--- src/design/vca_pkg.sv ---
// Shared types and constants for the voice channel allocator.
`timescale 1ns / 1ps
`default_nettype none

package vca_pkg;

  localparam int CHANNELS_DEF = 8;
  localparam int CFG_W        = 4;
  localparam int TIME_W       = 16;
  localparam int CHAN_W       = 3;
  localparam int MASK_W       = 8;

  localparam logic [CFG_W-1:0] CFG_RESET = CFG_W'(8);

  localparam logic MODE_PLAY = 1'b0;
  localparam logic MODE_TICK = 1'b1;

  typedef enum logic [2:0] {
    ST_IDLE,
    ST_SCAN,
    ST_WRITE,
    ST_AGE,
    ST_DONE
  } state_e;

  typedef struct packed {
    logic              mode;
    logic [TIME_W-1:0] sound_duration;
    logic [TIME_W-1:0] elapsed_ms;
  } req_item_t;

  typedef struct packed {
    logic              accepted;
    logic [CHAN_W-1:0] channel;
    logic              stolen;
    logic [MASK_W-1:0] live_mask;
  } rsp_item_t;

  typedef struct packed {
    logic              live;
    logic [TIME_W-1:0] remaining;
    logic [TIME_W-1:0] duration;
  } voice_t;

endpackage

`default_nettype wire

--- src/design/vca_cell.sv ---
// One voice cell of the rotating channel chain.
`timescale 1ns / 1ps
`default_nettype none

module vca_cell (
  input  wire logic            clk_i,
  input  wire logic            rst_ni,
  input  wire logic            shift_i,
  input  wire vca_pkg::voice_t voice_i,
  output vca_pkg::voice_t      voice_o
);

  vca_pkg::voice_t voice_q;

  always_ff @(posedge clk_i or negedge rst_ni) begin
    if (!rst_ni) begin
      voice_q <= '0;
    end else if (shift_i) begin
      voice_q <= voice_i;
    end
  end

  assign voice_o = voice_q;

endmodule

`default_nettype wire

--- config.mk ---
export PLATFORM = sky130hd
export DESIGN_NAME = vca_cell
export DESIGN_NICKNAME = d
export VERILOG_FILES = /design/src/design/vca_pkg.sv /design/src/design/vca_cell.sv
export SDC_FILE = /design/constraint.sdc
export NUM_CORES = 1
export LEC_CHECK = 0
export ABC_AREA = 1
export BUFFER_PORTS_ARGS = -buffer_cell sky130_fd_sc_hd__clkbuf_2
export CORE_UTILIZATION = 40
export CTS_CLUSTER_SIZE = 30
export DETAILED_ROUTE_END_ITERATION = 10
export HOLD_SLACK_MARGIN = 0.06
export PLACE_DENSITY = 0.82
export SLEW_MARGIN = 20
export SYNTH_ARGS = -nofsm -noshare
export SYNTH_HDL_FRONTEND = slang
export SYNTH_SLANG_ARGS = --single-unit
export TNS_END_PERCENT = 20
--- constraint.sdc ---
create_clock -name clk_i -period 0.97 [get_ports clk_i]
set_input_delay 0.097 -clock clk_i [delete_from_list [all_inputs] [get_ports clk_i]]
set_output_delay 0.097 -clock clk_i [all_outputs]
set_load 0.01 [all_outputs]
==> metrics.md, run 1 <==
| Metric | Value |
|---|---|
| Outcome | `finished clean` |
| Max-Slew Margin vs Limit | `73.63%` |
| Leakage Power | `1.199 nW` |
| Final std cells w/o fill | `294` |
| Kind of path behind the tightest hold check | `in2reg` |
| Clock tree from TritonCTS | `done` |
| Yosys synthesis warning count | `0` |
| Synthesized area divided by synthesized cell count | `9.321 um^2` |
| Critical R2R Launch | `voice_o[16]` |
| Vias in the first global route | `1301` |
| Number of antenna violations at the first check in global routing | `0` |
| Post-Place Setup Slack | `225.9 ps` |
| TritonCTS buffer count | `5` |
| GRT Overall Usage | `20.65%` |
| First-pass GRT wire length | `5244 um` |
| Overall power of the completed layout | `2.930 mW` |
| Fillers | `239` |
| Maximum level of the CTS H-tree | `2` |
| Number of cell instances on the worst register-to-register path | `3` |
| Clk Latency, worst-skew pair | `310 ps` |
| Max-cap violations | `0` |
| Iteration count of the initial detailed-routing pass | `4` |
| Number of buffers inserted by port buffering | `68` |
| Tmin final | `963.6 ps` |
| Buffering stage count on the worst path with inverters included | `1` |
| Max Buffers Root-to-Sink | `2` |
| Reg clk slew, reported paths | `90 ps` |
| GR Overflow Total | `0` |
| Setup total negative slack | `0 ps` |
| Placed instance count | `248` |
| Number of distinct library cells after synthesis | `7` |
| Final hold violations | `0` |
| Total die area | `3495 um^2` |
| Die Height | `59.12 um` |
| End point of the critical path | `voice_o[3]` |
| DRC violations left | `0` |
| Post-Route Skew | `0 ps` |
| Smallest setup slack after layout | `6.380 ps` |
| Pin count of the biggest net entering global routing | `34` |
| Crit share post-route | `99.34%` |
| Layout Nets | `286` |
| Transition time at the pin with the least slew margin | `395.5 ps` |
| Area of placed instances | `1652 um^2` |
| Number of top-level design ports | `69` |
| Power density over cell area | `1402 nW/um^2` |
| Multi-input combinational cell area | `396.6 um^2` |
| Routed wire length per instance | `11.41 um` |
| WHS | `194.7 ps` |
| Critical path origin | `voice_o[3]` |
| Largest fanout on the critical path | `2` |
| Footprint of the flip-flops and latches | `825.8 um^2` |
| Synth Register Bits | `33` |
| Count of vias placed by the detailed router | `1268` |
| Worst path arrival time | `870 ps` |
| Width of the chip | `59.12 um` |
| Final antenna diode count | `0` |
| P&R area growth vs syn | `60.21%` |
| Achievable clock frequency | `1.038 GHz` |
| Clock Tree Root | `sky130_fd_sc_hd__clkbuf_4` |
| Chain of cells forming the critical path | `clkbuf_2` |
| Most frequent standard cell in the layout excluding fill and tap cells | `sky130_fd_sc_hd__nand2_1` |
| RePlAce Congestion | `0.6642` |
| Highest-count cells in the layout ignoring fill and taps | `sky130_fd_sc_hd__nand2_1 (89), sky130_fd_sc_hd__clkbuf_2 (64), sky130_fd_sc_hd__dlygate4sd3_1 (34)` |
| Sequential fraction of the synthesis area | `63.28%` |
| Number of clock sinks | `33` |
| Synthesized instance count | `140` |
| Share of post-route cells with drive strength above 1 | `37.20%` |
| Area of the placeable core | `3078 um^2` |
| Endpoint required time on the critical path | `870 ps` |
| Delay of the slowest cell on the worst path | `400 ps` |
| Capturing point of the worst reg2reg path | `voice_o[16]` |
| Detail Placement HPWL | `1852 um` |
| Final Routed Wirelength | `3356 um` |
| Worst Setup Path Type | `reg2out` |
| Worst setup EP type | `output port` |
| Setup repair after global routing missed its margin | `true` |
| Category of cells accounting for the largest share of critical-path delay | `flip-flops` |
| Post-synthesis cell area | `1305 um^2` |
| Cell count along the critical path | `1` |
| Minimum setup slack among reg-to-reg paths | `240 ps` |
| Count of nets left with antenna violations after detail routing | `0` |
| Synth Net Count | `176` |
| Initial Util | `42.40%` |
| Largest voltage drop on the vdd net | `878.5 uV` |
| Post-route core utilization | `67.93%` |
| Flip-flop count of the largest register, all copies and words added | `33` |
| Startpoint type of the worst setup path | `register` |
| Final Cell Area | `2091 um^2` |
| Site row count | `20` |
| Drt initial violations | `53` |
| Master of the slowest instance on the critical path | `sky130_fd_sc_hd__dfrtp_1` |
| Number of pins exceeding their max-slew limit in the final report | `0` |
| Final setup violating endpoints | `0` |
| Average via count per standard cell | `4.313` |
timing repair:
| item | in CTS | in global routing |
|---|---|---|
| endpoints found under the hold margin | 66 | 0 |
| endpoints found under the setup margin | 2 | 33 |
| buffers inserted | 1 | 4 |
| hold buffers | 34 | 0 |
| gates resized for setup | 0 | 5 |
power breakdown:
group          switching, mW  internal [mW]  total, mW
registers             0.0731           1.50       1.57
logic                  0.299          0.313      0.612
clock network          0.407          0.342      0.749
total                  0.779           2.15       2.93
synth_stat cells:
cell / count / area, um^2
sky130_fd_sc_hd__dfrtp_1: 33 / 825.8
sky130_fd_sc_hd__buf_6: 3 / 33.78
sky130_fd_sc_hd__nand2_1: 89 / 334.1
sky130_fd_sc_hd__inv_8: 1 / 11.26
sky130_fd_sc_hd__buf_4: 3 / 22.52
sky130_fd_sc_hd__nand2_2: 10 / 62.56
sky130_fd_sc_hd__buf_8: 1 / 15.01
final cells by class:
class / instances / share of cell area, %
inverter: 1 / 0.5386
multi-input combinational: 99 / 18.97
timing repair buffer: 110 / 35.73
sequential: 33 / 39.50
clock buffer: 7 / 2.633
tap: 44 / 2.633
tightest hold or removal path: stages:
cell                       delay [ps]
sky130_fd_sc_hd__clkbuf_2         160
sky130_fd_sc_hd__inv_8            110
sky130_fd_sc_hd__nand2_1           70
sky130_fd_sc_hd__nand2_1           40
worst min-delay path by stage:
stage               depth (start not counted)     from     endpoint  slack, ps
CTS                                         4  shift_i  voice_o[21]        190
floorplan                                   0   rst_ni   voice_o[0]       -200
finish                                      4  shift_i  voice_o[14]        190
global route                                4  shift_i  voice_o[17]        190
detailed placement                          2   rst_ni  voice_o[19]        140
global placement                            2   rst_ni  voice_o[22]        140
routing by layer:
metal	global-route usage (%)	wire length, um	share of wire [%]	vias up
li1	-	-	-	636
met1	20.00	1323	39	572
met2	39.61	1763	53	53
met3	7.424	214	6.4	7
met4	7.483	55	1.6	0
met5	0	0	0	-
cells by family after synthesis:
family | share of synthesized area (%)
buffers and inverters | 6.327
flip-flops | 63.28
AND/OR/NAND/NOR | 30.39
Power figures use the tool's default switching activity.
==> run 2: changes to the inputs <==
--- a/config.mk
+++ b/config.mk
@@ -6,10 +6,11 @@
 export NUM_CORES = 1
 export LEC_CHECK = 0
 export ABC_AREA = 1
-export BUFFER_PORTS_ARGS = -buffer_cell sky130_fd_sc_hd__clkbuf_2
+export BUFFER_PORTS_ARGS = -buffer_cell sky130_fd_sc_hd__buf_4
 export CORE_UTILIZATION = 40
 export CTS_CLUSTER_SIZE = 30
 export DETAILED_ROUTE_END_ITERATION = 10
+export GPL_TIMING_DRIVEN = 0
 export HOLD_SLACK_MARGIN = 0.06
 export PLACE_DENSITY = 0.82
 export SLEW_MARGIN = 20
==> run 2 against run 1 <==
Final cell count increased by 4.8%. Setup slack got worse by 23 ps. Core utilization increased by 13 points. Clock power decreased by 1%. The flow now finishes with violations (negative setup slack). Fmax decreased by 2.3%. Flip-flop and latch count unchanged.
==> metrics.md, run 2 (synthesis results as in run 1) <==
| Metric | Value |
|---|---|
| Outcome | `finished, violations left` |
| Violated checks | `negative setup slack` |
| Routed wire length per instance | `13.69 um` |
| Total die area | `3495 um^2` |
| Worst path arrival time | `890 ps` |
| Power density over cell area | `1289 nW/um^2` |
| Max-Slew Margin vs Limit | `72.04%` |
| Clock Tree Root | `sky130_fd_sc_hd__clkbuf_4` |
| Leakage Power | `1.350 nW` |
| Area of placed instances | `1863 um^2` |
| Capturing point of the worst reg2reg path | `voice_o[22]` |
| P&R area growth vs syn | `91.08%` |
| Clock tree from TritonCTS | `done` |
| Number of cell instances on the worst register-to-register path | `4` |
| Detail Placement HPWL | `2029 um` |
| Max-cap violations | `0` |
| Drt initial violations | `56` |
| Most frequent standard cell in the layout excluding fill and tap cells | `sky130_fd_sc_hd__nand2_1` |
| Layout Nets | `299` |
| Final antenna diode count | `0` |
| RePlAce Congestion | `0.6582` |
| Tmin final | `986.7 ps` |
| Startpoint type of the worst setup path | `register` |
| Iteration count of the initial detailed-routing pass | `4` |
| Kind of path behind the tightest hold check | `in2async` |
| Largest fanout on the critical path | `2` |
| Final Routed Wirelength | `4216 um` |
| Category of cells accounting for the largest share of critical-path delay | `flip-flops` |
| Chain of cells forming the critical path | `buf_6` |
| Post-Route Skew | `0 ps` |
| Area of the placeable core | `3078 um^2` |
| Final hold violations | `0` |
| Max Buffers Root-to-Sink | `2` |
| Post-route core utilization | `81.02%` |
| Final Cell Area | `2494 um^2` |
| Site row count | `20` |
| Share of post-route cells with drive strength above 1 | `40.15%` |
| Final setup violating endpoints | `8` |
| TritonCTS buffer count | `5` |
| Vias in the first global route | `1449` |
| Average via count per standard cell | `4.519` |
| Initial Util | `42.40%` |
| Flip-flop count of the largest register, all copies and words added | `33` |
| Delay of the slowest cell on the worst path | `420 ps` |
| Number of buffers inserted by port buffering | `67` |
| Number of clock sinks | `33` |
| Master of the slowest instance on the critical path | `sky130_fd_sc_hd__dfrtp_1` |
| GRT Overall Usage | `26.17%` |
| Placed instance count | `251` |
| Setup repair after global routing missed its margin | `true` |
| Number of antenna violations at the first check in global routing | `0` |
| Count of nets left with antenna violations after detail routing | `0` |
| Number of pins exceeding their max-slew limit in the final report | `0` |
| Buffering stage count on the worst path with inverters included | `1` |
| Transition time at the pin with the least slew margin | `419.3 ps` |
| GR Overflow Total | `0` |
| Width of the chip | `59.12 um` |
| Count of vias placed by the detailed router | `1392` |
| Die Height | `59.12 um` |
| Endpoint required time on the critical path | `870 ps` |
| Critical R2R Launch | `voice_o[22]` |
| Crit share post-route | `101.7%` |
| First-pass GRT wire length | `6541 um` |
| Number of top-level design ports | `69` |
| Maximum level of the CTS H-tree | `2` |
| Clk Latency, worst-skew pair | `340 ps` |
| Smallest setup slack after layout | `-16.70 ps` |
| Achievable clock frequency | `1.013 GHz` |
| DRC violations left | `0` |
| Pin count of the biggest net entering global routing | `34` |
| Highest-count cells in the layout ignoring fill and taps | `sky130_fd_sc_hd__nand2_1 (89), sky130_fd_sc_hd__buf_4 (51), sky130_fd_sc_hd__buf_6 (36)` |
| Largest voltage drop on the vdd net | `1022 uV` |
| Worst Setup Path Type | `reg2out` |
| Worst setup EP type | `output port` |
| Minimum setup slack among reg-to-reg paths | `100 ps` |
| Final std cells w/o fill | `308` |
| Reg clk slew, reported paths | `110 ps` |
## run 2: cell types whose count changed in the layout (fill, tap and decap cells not counted)
cell	previous run	this run
sky130_fd_sc_hd__clkbuf_8	1	0
sky130_fd_sc_hd__clkinv_2	0	2
sky130_fd_sc_hd__buf_8	0	1
sky130_fd_sc_hd__buf_6	1	36
sky130_fd_sc_hd__dlygate4sd3_1	34	35
sky130_fd_sc_hd__buf_2	3	0
sky130_fd_sc_hd__buf_4	8	51
sky130_fd_sc_hd__clkbuf_2	64	0
## run 2: routing by layer
layer  part of all wire [%]  routed length (um)  vias to the layer above  global-route usage, %
met2                     53                2234                       67                  47.73
met4                    3.1                 130                        0                  9.864
met5                      0                   0                        -                      0
met1                     37                1566                      646                  28.12
li1                       -                   -                      665                      -
met3                    6.7                 284                       14                  8.297
## run 2: area by class of cell
cell class / instances / area (um^2)
clock buffers: 6 / 41.29
plain buffers: 7 / 71.32
clock inverters: 2 / 10.01
inverters: 1 / 11.26
multi-input cells: 99 / 396.6
flip-flops and latches: 33 / 825.8
repair buffers: 116 / 1082
fillers: 184 / 584.3
well taps: 44 / 55.05
## run 2: timing repair
action | CTS | global route
hold buffers | 35 | 0
setup buffers | 10 | 4
gates resized for setup | 33 | 0
setup endpoints to repair | 33 | 33
hold endpoints to repair | 66 | 0
pin swaps | 0 | 0
## run 2: how the worst max path moves through the flow
stage | from | to | slack [ps] | cells after the start
after CTS | voice_o[17] | voice_o[17] | -20 | 1
after floorplan | voice_o[16] | voice_o[16] | 350 | 2
after detailed placement | shift_i | voice_o[9] | 330 | 5
after global placement | shift_i | voice_o[20] | 340 | 4
final | voice_o[24] | voice_o[24] | -20 | 1
after global routing | voice_o[24] | voice_o[24] | -60 | 1
## run 2: worst reg2reg max path, stage by stage, from the launching register on
cell and delay [ps]:
sky130_fd_sc_hd__dfrtp_1 410, sky130_fd_sc_hd__buf_4 140, sky130_fd_sc_hd__buf_4 120, sky130_fd_sc_hd__nand2_2 50
sky130_fd_sc_hd__nand2_1 50
## run 2: report_power, final
part	total (mW)	leakage, nW	internal [mW]	switching [mW]
sequential	1.59	0.402	1.50	0.0932
clock	0.738	0.0320	0.276	0.462
combinational	0.886	0.916	0.544	0.342
## run 2: stage by stage
stage               setup slack, ps  power, mW  setup TNS [ps]  hold slack, ps
finish                       -16.70      3.214          -61.03           249.2
global route                 -56.83      3.397           -1405           243.0
CTS                          -19.93      3.181          -246.4           227.8
detailed placement            331.5      2.189               0           62.32
global placement              336.0      2.176               0           59.13
floorplan                     348.4      1.826               0          -198.6
==> run 3: changes to the inputs <==
--- a/config.mk
+++ b/config.mk
@@ -6,12 +6,14 @@
 export NUM_CORES = 1
 export LEC_CHECK = 0
 export ABC_AREA = 1
+export ABC_CLOCK_PERIOD_IN_PS = 970
 export BUFFER_PORTS_ARGS = -buffer_cell sky130_fd_sc_hd__buf_4
 export CORE_UTILIZATION = 40
 export CTS_CLUSTER_SIZE = 30
 export DETAILED_ROUTE_END_ITERATION = 10
 export GPL_TIMING_DRIVEN = 0
 export HOLD_SLACK_MARGIN = 0.06
+export MAX_ROUTING_LAYER = met4
 export PLACE_DENSITY = 0.82
 export SLEW_MARGIN = 20
 export SYNTH_ARGS = -nofsm -noshare
==> run 3 against run 2 <==
Critical path depth stayed put. Wire length is 0.24% higher. Clock skew did not move. Die area unchanged. Core utilization grew 0.24 points. Final area up 0.30%. Flip-flop and latch count stayed put. Non-clock buffer count increased by 1. Setup slack about the same. Worst hold slack got worse by 11 ps. Sequential power about the same. Total power barely moved. The flow still finishes with violations (negative setup slack). Critical path type unchanged.
==> metrics.md, run 3 (synthesis results as in run 1) <==
| Metric | Value |
|---|---|
| Max Buffers Root-to-Sink | `2` |
| Clock Tree Root | `sky130_fd_sc_hd__clkbuf_4` |
| Number of top-level design ports | `69` |
| Area of placed instances | `1863 um^2` |
| Placed instance count | `251` |
| Area of the placeable core | `3078 um^2` |
| Tmin final | `986.6 ps` |
| Flip-flop count of the largest register, all copies and words added | `33` |
| Initial Util | `42.40%` |
| Site row count | `20` |
| Worst Setup Path Type | `reg2out` |
| Iteration count of the initial detailed-routing pass | `4` |
| Layout Nets | `300` |
| Average via count per standard cell | `4.502` |
| Reg clk slew, reported paths | `100 ps` |
| Smallest setup slack after layout | `-16.59 ps` |
| Final setup violating endpoints | `8` |
| Worst setup EP type | `output port` |
| Transition time at the pin with the least slew margin | `411.6 ps` |
| Outcome | `finished, violations left` |
| Routed wire length per instance | `13.68 um` |
| RePlAce Congestion | `0.6643` |
| Final hold violations | `0` |
| Count of nets left with antenna violations after detail routing | `0` |
| DRC violations left | `0` |
| Final Cell Area | `2501 um^2` |
| Power density over cell area | `1285 nW/um^2` |
| Highest-count cells in the layout ignoring fill and taps | `sky130_fd_sc_hd__nand2_1 (89), sky130_fd_sc_hd__buf_4 (52), sky130_fd_sc_hd__buf_6 (36)` |
| Number of pins exceeding their max-slew limit in the final report | `0` |
| First-pass GRT wire length | `6548 um` |
| Post-Route Skew | `0 ps` |
| Clock tree from TritonCTS | `done` |
| Post-Place Setup Slack | `331.5 ps` |
| Count of vias placed by the detailed router | `1391` |
| Share of post-route cells with drive strength above 1 | `40.38%` |
| Width of the chip | `59.12 um` |
| Final antenna diode count | `0` |
| Vias in the first global route | `1454` |
| Buffering stage count on the worst path with inverters included | `1` |
| Delay of the slowest cell on the worst path | `420 ps` |
| Master of the slowest instance on the critical path | `sky130_fd_sc_hd__dfrtp_1` |
| Total die area | `3495 um^2` |
| Endpoint required time on the critical path | `870 ps` |
| Clk Latency, worst-skew pair | `340 ps` |
| Number of antenna violations at the first check in global routing | `0` |
| Chain of cells forming the critical path | `buf_6` |
| Leakage Power | `1.355 nW` |
| Post-route core utilization | `81.26%` |
| Most frequent standard cell in the layout excluding fill and tap cells | `sky130_fd_sc_hd__nand2_1` |
| Final std cells w/o fill | `309` |
| Max-cap violations | `0` |
| GR Overflow Total | `0` |
| Detail Placement HPWL | `2029 um` |
| WHS | `238.4 ps` |
| Overall power of the completed layout | `3.213 mW` |
| GRT Overall Usage | `26.97%` |
| Final Routed Wirelength | `4226 um` |
| Number of buffers inserted by port buffering | `67` |
| Largest voltage drop on the vdd net | `1021 uV` |
| P&R area growth vs syn | `91.66%` |
| TritonCTS buffer count | `5` |
| Pin count of the biggest net entering global routing | `34` |
| Violated checks | `negative setup slack` |
| Worst path arrival time | `890 ps` |
| Die Height | `59.12 um` |
| Largest fanout on the critical path | `2` |
| Kind of path behind the tightest hold check | `in2async` |
| Max-Slew Margin vs Limit | `72.56%` |
| Number of clock sinks | `33` |
| Crit share post-route | `101.7%` |
| Fillers | `185` |
| Achievable clock frequency | `1.014 GHz` |
| Category of cells accounting for the largest share of critical-path delay | `flip-flops` |
| Drt initial violations | `55` |
| Setup repair after global routing missed its margin | `true` |
| Setup total negative slack | `-59.61 ps` |
| Startpoint type of the worst setup path | `register` |
| Maximum level of the CTS H-tree | `2` |
[run 3: cell types whose count changed in the layout (fill, tap and decap cells not counted), sizes merged]
cell and change:
buf +1
[run 3: power breakdown]
part | leakage (nW) | switching [mW] | internal, mW
Sequential | 0.402 | 0.0945 | 1.50
Clock | 0.0320 | 0.455 | 0.276
Combinational | 0.921 | 0.343 | 0.548
Total | 1.35 | 0.892 | 2.32
[run 3: cell type report]
class	count	area, um^2	share of cell area (%)
plain buffers	7	71.32	2.851
repair buffers	117	1090	43.57
inverters	1	11.26	0.4502
well taps	44	55.05	2.201
clock buffers	6	41.29	1.651
multi-input cells	99	396.6	15.86
clock inverters	2	10.01	0.4002
flip-flops and latches	33	825.8	33.02
[run 3: worst paths after layout]
check,start,to,slack [ps],cells past startpoint
min in group clk_i,voice_i[2],voice_o[2],490,4
worst max register to register,voice_o[32],voice_o[32],100,4
worst min register to register,voice_o[13],voice_o[13],500,2
worst max-delay path,voice_o[24],voice_o[24],-20,1
worst min-delay path,rst_ni,voice_o[16],240,2
max in group asynchronous,rst_ni,voice_o[5],420,2
[run 3: per-layer routing]
layer,part of all wire (%),global-route usage (%),vias to the layer above
met5,0,-,-
met4,2.8,9.864,0
met3,5.8,7.642,13
met2,54,48.05,60
met1,38,28.26,649
li1,-,-,669
[run 3: what timing repair did]
| action | CTS | global route |
|---|---|---|
| endpoints found under the setup margin | 33 | 33 |
| endpoints found under the hold margin | 66 | 0 |
| setup buffers | 10 | 5 |
| pin swaps | 0 | 0 |
| hold buffers | 35 | 0 |
| resized for setup | 33 | 0 |
